## src/rtl/bc_pkg.sv

```systemverilog
// Shared widths and sequencer state encoding for the binomial coefficient unit.
package bc_pkg;

   localparam int COUNT_W   = 6;
   localparam int COEF_W    = 60;
   localparam int PROD_W    = COEF_W + COUNT_W;
   localparam int DIV_CNT_W = $clog2(PROD_W);

   typedef enum logic [3:0] {
      ST_IDLE = 4'b0001,
      ST_MUL  = 4'b0010,
      ST_DIV  = 4'b0100,
      ST_DONE = 4'b1000
   } state_type;

endpackage

```

## src/rtl/binomial_coefficient_unit.sv

```systemverilog
// Binomial coefficient unit: exact C(n,k) by a shared multiply step and a bit-serial divider.
//
// Each request gives n and k and returns exactly one response carrying the exact
// binomial coefficient C(n,k), or zero when k exceeds n. The product is built with
// r = r * (n - j + m) / m for m = 1 .. j, where j is the smaller of k and n - k.
// Each step is one multiply followed by a restoring divider that retires one quotient
// bit per cycle across the 66-bit product; j is at most 31. The block handles
// one request at a time: req_stall stays high from the accepted transfer until the
// response transfer completes.
module binomial_coefficient_unit
   import bc_pkg::*;
(
   input  logic                clock,
   input  logic                reset,
   input  logic                req_valid,
   output logic                req_stall,
   input  logic [COUNT_W-1:0]  req_total_count,
   input  logic [COUNT_W-1:0]  req_chosen_count,
   output logic                rsp_valid,
   input  logic                rsp_stall,
   output logic [COEF_W-1:0]   rsp_coefficient
);

   localparam logic [DIV_CNT_W-1:0] DIV_LAST = DIV_CNT_W'(PROD_W - 1);

   state_type            state_ff, state_in;
   logic [COUNT_W-1:0]   n_ff, n_in;
   logic [COUNT_W-1:0]   j_ff, j_in;
   logic [COUNT_W-1:0]   m_ff, m_in;
   logic [COEF_W-1:0]    r_ff, r_in;
   logic [PROD_W-1:0]    dvd_ff, dvd_in;
   logic [COUNT_W-1:0]   rem_ff, rem_in;
   logic [DIV_CNT_W-1:0] cnt_ff, cnt_in;

   logic [COUNT_W-1:0]   diff;
   logic [COUNT_W-1:0]   j_req;
   logic [COUNT_W-1:0]   num;
   logic [COUNT_W:0]     trial;
   logic                 q_bit;
   logic [COUNT_W:0]     trial_sub;
   logic [PROD_W-1:0]    dvd_step;

   assign diff      = req_total_count - req_chosen_count;
   assign j_req     = (req_chosen_count > diff) ? diff : req_chosen_count;
   assign num       = n_ff - j_ff + m_ff;
   assign trial     = {rem_ff, dvd_ff[PROD_W-1]};
   assign q_bit     = (trial >= {1'b0, m_ff});
   assign trial_sub = trial - {1'b0, m_ff};
   assign dvd_step  = {dvd_ff[PROD_W-2:0], q_bit};

   assign req_stall       = (state_ff != ST_IDLE);
   assign rsp_valid       = (state_ff == ST_DONE);
   assign rsp_coefficient = r_ff;

   always_comb begin
      state_in = state_ff;
      n_in     = n_ff;
      j_in     = j_ff;
      m_in     = m_ff;
      r_in     = r_ff;
      dvd_in   = dvd_ff;
      rem_in   = rem_ff;
      cnt_in   = cnt_ff;
      unique case (state_ff)
         ST_IDLE: begin
            if (req_valid) begin
               n_in = req_total_count;
               j_in = j_req;
               m_in = COUNT_W'(1);
               if (req_chosen_count > req_total_count) begin
                  r_in     = '0;
                  state_in = ST_DONE;
               end else if (j_req == '0) begin
                  r_in     = COEF_W'(1);
                  state_in = ST_DONE;
               end else begin
                  r_in     = COEF_W'(1);
                  state_in = ST_MUL;
               end
            end
         end
         ST_MUL: begin
            dvd_in   = PROD_W'(r_ff) * PROD_W'(num);
            rem_in   = '0;
            cnt_in   = '0;
            state_in = ST_DIV;
         end
         ST_DIV: begin
            dvd_in = dvd_step;
            rem_in = q_bit ? trial_sub[COUNT_W-1:0] : trial[COUNT_W-1:0];
            cnt_in = cnt_ff + DIV_CNT_W'(1);
            if (cnt_ff == DIV_LAST) begin
               r_in = dvd_step[COEF_W-1:0];
               if (m_ff == j_ff) begin
                  state_in = ST_DONE;
               end else begin
                  m_in     = m_ff + COUNT_W'(1);
                  state_in = ST_MUL;
               end
            end
         end
         ST_DONE: begin
            if (!rsp_stall) begin
               state_in = ST_IDLE;
            end
         end
         default: begin
            state_in = ST_IDLE;
         end
      endcase
   end

   always_ff @(posedge clock) begin
      if (reset) begin
         state_ff <= ST_IDLE;
      end else begin
         state_ff <= state_in;
      end
   end

   always_ff @(posedge clock) begin
      n_ff   <= n_in;
      j_ff   <= j_in;
      m_ff   <= m_in;
      r_ff   <= r_in;
      dvd_ff <= dvd_in;
      rem_ff <= rem_in;
      cnt_ff <= cnt_in;
   end

endmodule

```

## config.mk

```make
export PLATFORM = sky130hd
export DESIGN_NAME = binomial_coefficient_unit
export DESIGN_NICKNAME = d
export VERILOG_FILES = /design/src/rtl/bc_pkg.sv /design/src/rtl/binomial_coefficient_unit.sv
export SDC_FILE = /design/constraint.sdc
export NUM_CORES = 1
export LEC_CHECK = 0
export BUFFER_PORTS_ARGS = -buffer_cell sky130_fd_sc_hd__clkbuf_2
export CAP_MARGIN = 20
export CORE_AREA = 4 4 222 170
export DETAILED_ROUTE_END_ITERATION = 8
export DIE_AREA = 0 0 226 174
export PLACE_DENSITY = 0.78
export SYNTH_ARGS = -nofsm -noshare
export SYNTH_HDL_FRONTEND = slang
export SYNTH_SLANG_ARGS = --single-unit
```

## constraint.sdc

```tcl
create_clock -name clock -period 12.2 [get_ports clock]
set_input_delay 0 -clock clock [delete_from_list [all_inputs] [get_ports clock]]
set_output_delay 0 -clock clock [all_outputs]
set_load 0.02 [all_outputs]
```

# Yosys cells after proc, flatten, opt, wreduce, memory -nomap -nowiden
# Index checks and enable logic that the tools add are counted.
# classes
addsub	6
n_mul	1
n_lt_le_gt_ge	3
eq_ne	11
n_mux	20
reduce_logical	7
# ops
cell	n
66-bit case mux with 2 select lines	1
60-bit 2-to-1 mux	2
60-bit case mux with 2 select lines	1
60-bit by 6-bit multiplier with 66-bit output	1
6-bit 2-to-1 mux	5
4-bit 2-to-1 mux	6
6-bit case mux with 2 select lines	2
6-bit subtractor	3
4-bit case mux with 4 select lines	1
7-bit case mux with 2 select lines	1
6-bit > comparator	2
2-bit inequality test, second input constant	4
7-bit by 1-bit adder with 7-bit output, second input constant	1
7-bit == test, second input constant	1
7-bit by 6-bit greater-or-equal comparator with 1-bit output	1
6-bit by 1-bit adder with 6-bit output, second input constant	1
6-bit adder	1
6-bit == test	1
6-bit logical NOT	1
3-bit AND reduction	2
4-bit by 1-bit == test with 1-bit output, second input constant	1
4-bit by 2-bit == test with 1-bit output, second input constant	1
4-bit by 3-bit == test with 1-bit output, second input constant	1
4-bit == test, second input constant	1
5 further kinds	6
# totals
reg_bits	161
input_bits	16
output_inout_bits	62
word_cells	56

# Depth between registers and ports, before layout
# Gate-level depths: netlist (run 1).
# logic_depth
word_depth	8
depth_mapped	28

# Worst setup path before layout (run 1)
# No wires, ideal clock.
# synth_timing
kind	flip-flop to flip-flop
start	reg state_ff[2]
end	reg state_ff[0]
setup_time_ps	123
t_arrival_ps	6981
required_ps	12077
path_slack_ps	5096
path_stages_with_launch	7
n_path_buf	0
period_less_slack_ps	7104
path_cell_list	dfxtp_1 nand2b_1 a211oi_1 nor2_1 o21ai_0 a21oi_1 or2_2
# synth_via
elab_chain_len	3
elab_cells_between_ends	9
classes_between	eq/ne: 7; mux: 1; reduce/logical: 1
# synth_rtl
element	line_no	text
from (decl)	binomial_coefficient_unit.sv:26	state_type state_ff, state_in;
from (signal assigned)	binomial_coefficient_unit.sv:117	state_ff <= state_in;
4-bit by 3-bit == test with 1-bit output (tied with other cells)	binomial_coefficient_unit.sv:64	unique case (state_ff)
2-bit inequality test (no line)	--	
3-bit AND reduction (no line)	--	
# Parallel ways exist; a longest one is shown, timed or not.
# A chain may end at the register's enable or synchronous reset.

# Worst setup path after layout (run 1)
# layout_timing
start	reg m_ff[1]
end	reg dvd_ff[65], data pin
# layout_via
elab_chain_len	3
# layout_rtl
element	line_no	text
from (decl)	binomial_coefficient_unit.sv:29	logic [COUNT_W-1:0] m_ff, m_in;
from (signal assigned)	binomial_coefficient_unit.sv:124	m_ff <= m_in;
6-bit adder	binomial_coefficient_unit.sv:45	assign num = n_ff - j_ff + m_ff;
60-bit by 6-bit multiplier with 66-bit output	binomial_coefficient_unit.sv:83	dvd_in = PROD_W'(r_ff) * PROD_W'(num);
66-bit case mux with 2 select lines	binomial_coefficient_unit.sv:64	
net dvd_in[65]	binomial_coefficient_unit.sv:31	logic [PROD_W-1:0] dvd_ff, dvd_in;
to (signal assigned)	binomial_coefficient_unit.sv:126	dvd_ff <= dvd_in;
to (decl)	binomial_coefficient_unit.sv:31	
# The timed path passes the listed nets, and every way through them passes these cells.

==> results of run 1 <==
-- worst max-delay path by stage --
stage / from / end / depth (start not counted)
floorplan: state_ff[2] / state_ff[0] / 6
global placement: m_ff[1] / dvd_ff[65] / 27
detailed placement: m_ff[1] / dvd_ff[65] / 27
CTS: m_ff[1] / dvd_ff[65] / 27
global route: m_ff[1] / dvd_ff[65] / 26
finish: m_ff[1] / dvd_ff[65] / 27
-- cells in the mapped netlist (6+ instances only) --
cell type | instances | area share (%)
a21o_1 | 93 | 3.7
a21oi_1 | 88 | 2.4
a31oi_1 | 9 | 0.30
and2_1 | 250 | 8.4
and3_1 | 8 | 0.27
clkbuf_1 | 75 | 1.5
edfxtp_1 | 157 | 25
fa_1 | 240 | 26
ha_1 | 101 | 6.8
inv_1 | 296 | 6.0
nand2_1 | 245 | 4.9
nand2b_1 | 13 | 0.44
nand3_1 | 16 | 0.43
nand4_1 | 21 | 0.70
nor2_1 | 73 | 1.5
nor2b_1 | 11 | 0.37
nor3_1 | 9 | 0.24
nor4_1 | 6 | 0.20
o21ai_0 | 46 | 1.2
o21ai_1 | 7 | 0.19
o21bai_1 | 16 | 0.64
or3_1 | 7 | 0.23
xnor2_1 | 53 | 2.5
xor2_1 | 29 | 1.4
-- cell families after synthesis --
logic type / Yosys count / synth area share, %
adder cells (fa/ha/maj): 341 / 32.5
multiplexers: 2 / 0.114
AND/OR/NAND/NOR: 678 / 18.5
buffers and inverters: 379 / 7.70
flip-flops: 161 / 25.7
XOR/XNOR: 82 / 3.85
AO/OA/AOI/OAI: 324 / 11.6
-- layout make-up --
type	count	area, sq um
fillers	3079	15300
multi-input cells	1427	12500
flip-flops and latches	161	4790
inverters	296	1110
repair buffers	102	628
well taps	465	582
clock buffers	17	425
clock inverters	15	131
-- worst min-delay path, stage by stage --
cell	delay, ns
clkbuf_2	0.09
o21ai_0	0.29
nor4_1	0.08
-- what timing repair did --
action | 4_1_cts | 5_1_grt
endpoints found under the hold margin | 16 | 0
setup buffers | 0 | 0
hold buffers | 14 | 0
-- registers in the layout (all words and copies together) (netlist names) --
name,count
cnt_ff,7
dvd_ff,66
j_ff,6
m_ff,6
n_ff,6
rem_ff,6
rsp_coefficient,60
state_ff,4
-- routing by layer --
| metal | vias to the layer above | wire, um |
|---|---|---|
| li1 | 6420 | - |
| met3 | 59 | 2990 |
| met1 | 7133 | 20500 |
| met2 | 520 | 20700 |
| met5 | - | 13 |
| met4 | 2 | 599 |
-- per-stage QoR --
| stage | hold slack, ns | std cells | instance area (sq um) |
|---|---|---|---|
| 4_1_cts | 0.0380 | 2482 | 20200 |
| 5_1_grt | 0.0878 | 2483 | 20200 |
| 3_5_place_dp | 0.204 | 2436 | 19500 |
| 3_3_place_gp | 0.205 | 2436 | 19500 |
| 6_report | 0.0641 | 2483 | 20200 |
| 2_1_floorplan | 0.0783 | 1967 | 18700 |
==> results.sh, run 1 <==
export IMPL_ys_flop_type="edfxtp_1"
export IMPL_grt_ovfl_total=0
export IMPL_syn_area_sq_um=18700
export IMPL_final_common_cell="inv_1"
export IMPL_slew_headroom_pct=35.9
export IMPL_met2_usage_pct=37.0
export IMPL_top_usage_layer="met2"
export IMPL_clock_skew_ns=0.0124
export IMPL_grt_pass1_vias=14700
export IMPL_drt_total_wl_um=44800
export IMPL_critical_path_arrival_ns=7.75
export IMPL_drt_pass1_iter_count=5
export IMPL_r2r_start="m_ff[1]"
export IMPL_slowest_stage="fa_1"
export IMPL_cp_end_kind="register"
export IMPL_critPathMaxStageDelay_ns=0.54
export IMPL_grt_max_degree=82
export IMPL_port_buffers=77
export IMPL_cpLargestDelayFamily="adder cells"
export IMPL_syn_nets=2324
export IMPL_clockBufferDepth=2
export IMPL_ios=78
export IMPL_drc_errors=0
export IMPL_holdPathStages=3
export IMPL_die_w_um=226
export IMPL_tightest_slew_ns=0.962
export IMPL_use_met3_pct=3.97
export IMPL_clk_latency_ns=0.44
export IMPL_wl_per_cell_um=18.0
export IMPL_cts_tree="yes"
export IMPL_fin_crit_ns=7.56
export IMPL_cp_start_kind="register"
export IMPL_finalCritPeriodShare_pct=61.9
export IMPL_synth_edf_count=157
export IMPL_ff2ff_path_depth=27
export IMPL_syn_to_final_growth_pct=8.12
export IMPL_mostFrequentLayoutCells="inv_1, and2_1, nand2_1"
export IMPL_cp_num_buf_inv=5
export IMPL_synth_cell_types=73
export IMPL_die_area_sq_um=39300
export IMPL_outcome="finished, final reports clean"
export IMPL_numCtsBuffers=17
export IMPL_ys_seq_elements=161
export IMPL_die_y_um=174
export IMPL_maxCapViolations=0
export IMPL_num_rows=60
export IMPL_synthArstFlopShare_pct=0
export IMPL_cp_required_ns=12.39
export IMPL_cts_root_buf="clkbuf_16"
export IMPL_drive_gt1_share_pct=7.43
export IMPL_cts_resized=0
export IMPL_reg2reg_to="dvd_ff[65]"
export IMPL_syn_avg_cell_area_sq_um=9.49
export IMPL_rsz0062_at_grt="false"
export IMPL_worst_r2r_setup_slack_ns=4.64
export IMPL_antenna_found_initial=1
export IMPL_max_freq_mhz=132
export IMPL_syn_inst=1967
export IMPL_ys_seq_area_share_pct=25.7
export IMPL_hold_viol=0
export IMPL_antennaDiodeCount=0
export IMPL_cts_clk_slew_worst_paths_ns=0.07
export IMPL_timing_worst_setup_path_type="reg -> reg"
export IMPL_drt_iter0_markers=1122
export IMPL_grt_pass1_wl_um=75600
export IMPL_gp_congestion=0.903
export IMPL_cts_num_sinks=161
export IMPL_track_usage_pct=23.4
export IMPL_tns_ns=0
export IMPL_htreeDepth=4
export IMPL_ant_nets=0
export IMPL_cp_max_fo=60
export IMPL_viasPerCell=5.69
export IMPL_min_delay_start="req_valid"
export IMPL_hold_path_class="in -> reg"
export IMPL_holdPathEnd="state_ff[1]"
export IMPL_core_area_sq_um=35500
export IMPL_pre_cts_ws_ns=4.73
export IMPL_setup_viol=0
export IMPL_num_vias=14100
export IMPL_fin_util_pct=56.8
export IMPL_drv_slew=0
export IMPL_setup_slack_ns=4.64
export IMPL_start_util_pct=52.6
export IMPL_fin_nets=2362
export IMPL_ys_warnings_count=0
export IMPL_place_hpwl_um=33000
export IMPL_met1_usage_pct=34.4
Power of run 1 is left out: the tool's default activity adds up to more than one toggle a clock period on the data nets, which glitch-free logic cannot reach.
==> inputs of run 2 (changes only) <==
- PLACE_DENSITY: 0.78 -> 0.8
- clock period: 12.2 -> 6.7 ns (I/O delays scaled with it)
==> run 2 against run 1 <==
The flow now finishes with violations (setup timing). Non-clock buffer count increased by 90. Global-route usage rose by 0.50 points. Via count increased by 3.0%. Clock skew grew 0.0032 ns. Cell count increased by 3.7%. Register-to-register slack worse by 4.7 ns. Worst hold slack got worse by 0.030 ns. Worst setup slack lost 4.7 ns. Critical path depth unchanged. Count of clock-buffer cells in the layout up 1.
==> results.sh, run 2 (synthesis results as in run 1) <==
export IMPL_outcome="finished with violations"
export IMPL_violations="setup timing"
export IMPL_largest_reg_flops=66
export IMPL_max_freq_mhz=149
export IMPL_cp_start_kind="register"
export IMPL_holdPathStages=3
export IMPL_cp_max_fo=30
export IMPL_cp_required_ns=6.90
export IMPL_fin_crit_ns=6.72
export IMPL_cp_end_kind="register"
export IMPL_cts_tree="yes"
export IMPL_drc_errors=0
export IMPL_drv_slew=0
export IMPL_hold_viol=0
export IMPL_start_util_pct=52.6
export IMPL_place_hpwl_um=34800
export IMPL_num_rows=60
export IMPL_grt_max_degree=88
export IMPL_num_vias=14600
export IMPL_maxCapViolations=0
export IMPL_clock_skew_ns=0.0156
export IMPL_viasPerCell=5.66
export IMPL_final_common_cell="inv_1"
export IMPL_wl_per_cell_um=18.0
export IMPL_fillers=2885
export IMPL_timing_worst_setup_path_type="reg -> reg"
export IMPL_holdPathEnd="state_ff[1]"
export IMPL_min_delay_start="req_valid"
export IMPL_rsz0062_at_grt="true"
export IMPL_port_buffers=77
export IMPL_slew_headroom_pct=30.4
export IMPL_ff2ff_path_depth=27
export IMPL_design_area_sq_um=21300
export IMPL_drt_iter0_markers=1318
export IMPL_core_area_sq_um=35500
export IMPL_slowest_stage="fa_1"
export IMPL_drt_pass1_iter_count=5
export IMPL_cts_root_buf="clkbuf_16"
export IMPL_grt_pass1_wl_um=77400
export IMPL_die_w_um=226
export IMPL_cts_clk_slew_worst_paths_ns=0.07
export IMPL_path_common_cell="fa_1"
export IMPL_grt_ovfl_total=0
export IMPL_critical_path_arrival_ns=6.92
export IMPL_htreeDepth=4
export IMPL_setup_slack_ns=-0.0236
export IMPL_ant_nets=0
export IMPL_drt_total_wl_um=46500
export IMPL_cts_num_sinks=161
export IMPL_critPathMaxStageDelay_ns=0.51
export IMPL_fin_nets=2453
export IMPL_tns_ns=-0.0236
export IMPL_worst_r2r_setup_slack_ns=-0.02
export IMPL_die_y_um=174
export IMPL_r2r_start="j_ff[1]"
export IMPL_numCtsBuffers=17
export IMPL_hold_path_class="in -> reg"
export IMPL_tightest_slew_ns=1.04
export IMPL_cpLargestDelayFamily="adder cells"
export IMPL_regMostFlops="dvd_ff"
export IMPL_ios=78
export IMPL_setup_viol=1
export IMPL_antennaDiodeCount=0
export IMPL_gp_congestion=0.903
export IMPL_drive_gt1_share_pct=13.8
export IMPL_dpl_cell_area_sq_um=20200
export IMPL_clockBufferDepth=2
export IMPL_mostFrequentLayoutCells="inv_1, and2_1, nand2_1"
export IMPL_track_usage_pct=23.9
export IMPL_clk_latency_ns=0.44
export IMPL_die_area_sq_um=39300
export IMPL_antenna_found_initial=0
export IMPL_reg2reg_to="dvd_ff[65]"
export IMPL_syn_to_final_growth_pct=14.3
export IMPL_finalCritPeriodShare_pct=100
export IMPL_grt_pass1_vias=15400
export IMPL_pre_cts_ws_ns=-0.144
export IMPL_cp_num_buf_inv=5
## run 2: how the worst max path moves through the flow
stage	startpoint	to	cells after the start	slack, ns
after floorplan	m_ff[1]	dvd_ff[55]	27	0.11
after global placement	j_ff[1]	dvd_ff[65]	26	0.03
after detailed placement	j_ff[1]	dvd_ff[65]	26	-0.14
after CTS	j_ff[1]	dvd_ff[65]	26	0.0002
after global routing	j_ff[1]	dvd_ff[65]	24	-0.29
final	j_ff[1]	dvd_ff[65]	27	-0.02
## run 2: area by class of cell
class | count | area [sq um] | area share (%)
Sequential cell | 161 | 4790 | 22.5
Tap cell | 465 | 582 | 2.73
Clock inverter | 14 | 129 | 0.604
Multi-Input combinational cell | 1428 | 12900 | 60.6
Clock buffer | 18 | 429 | 2.01
Inverter | 296 | 1110 | 5.21
Timing Repair Buffer | 192 | 1370 | 6.42
## run 2: timing repair
action                                  CTS  global route
gates cloned                              0             1
pin swaps                                 2             6
hold buffers                             14             0
resized for setup                        10            62
endpoints found under the hold margin    16             0
buffers inserted                          0             6
endpoints found under the setup margin   12            33
## run 2: worst reg2reg max path, delay by kind of cell, from the launching register on
family,cells,cell delay (ns)
buffers and inverters,5,0.54
DFF,1,0.42
AOI/OAI and AO/OA,12,2.23
adders and majority gates,6,2.57
xor gates and xnor gates,1,0.14
and+or+nand+nor,3,0.58
## run 2: metrics by stage
step / util (%) / hold slack [ns] / std cells
after floorplan: - / 0.0783 / 1967
after global placement: 56.8 / 0.208 / 2520
after detailed placement: 56.8 / 0.208 / 2520
after CTS: 58.9 / 0.0163 / 2566
after global routing: 60.1 / 0.0826 / 2574
final: 60.1 / 0.0346 / 2574
## run 2: layer usage
layer / vias to the layer above / wire (um) / GRT usage [%] / part of all wire [%]
met5: - / 0 / 0 / 0
met4: 0 / 715 / 5.46 / 1.5
met3: 62 / 3430 / 5.52 / 7.4
met2: 577 / 22000 / 38.3 / 47
met1: 7293 / 20300 / 33.4 / 44
li1: 6625 / - / - / -
Power of run 2 is left out for the same reason.
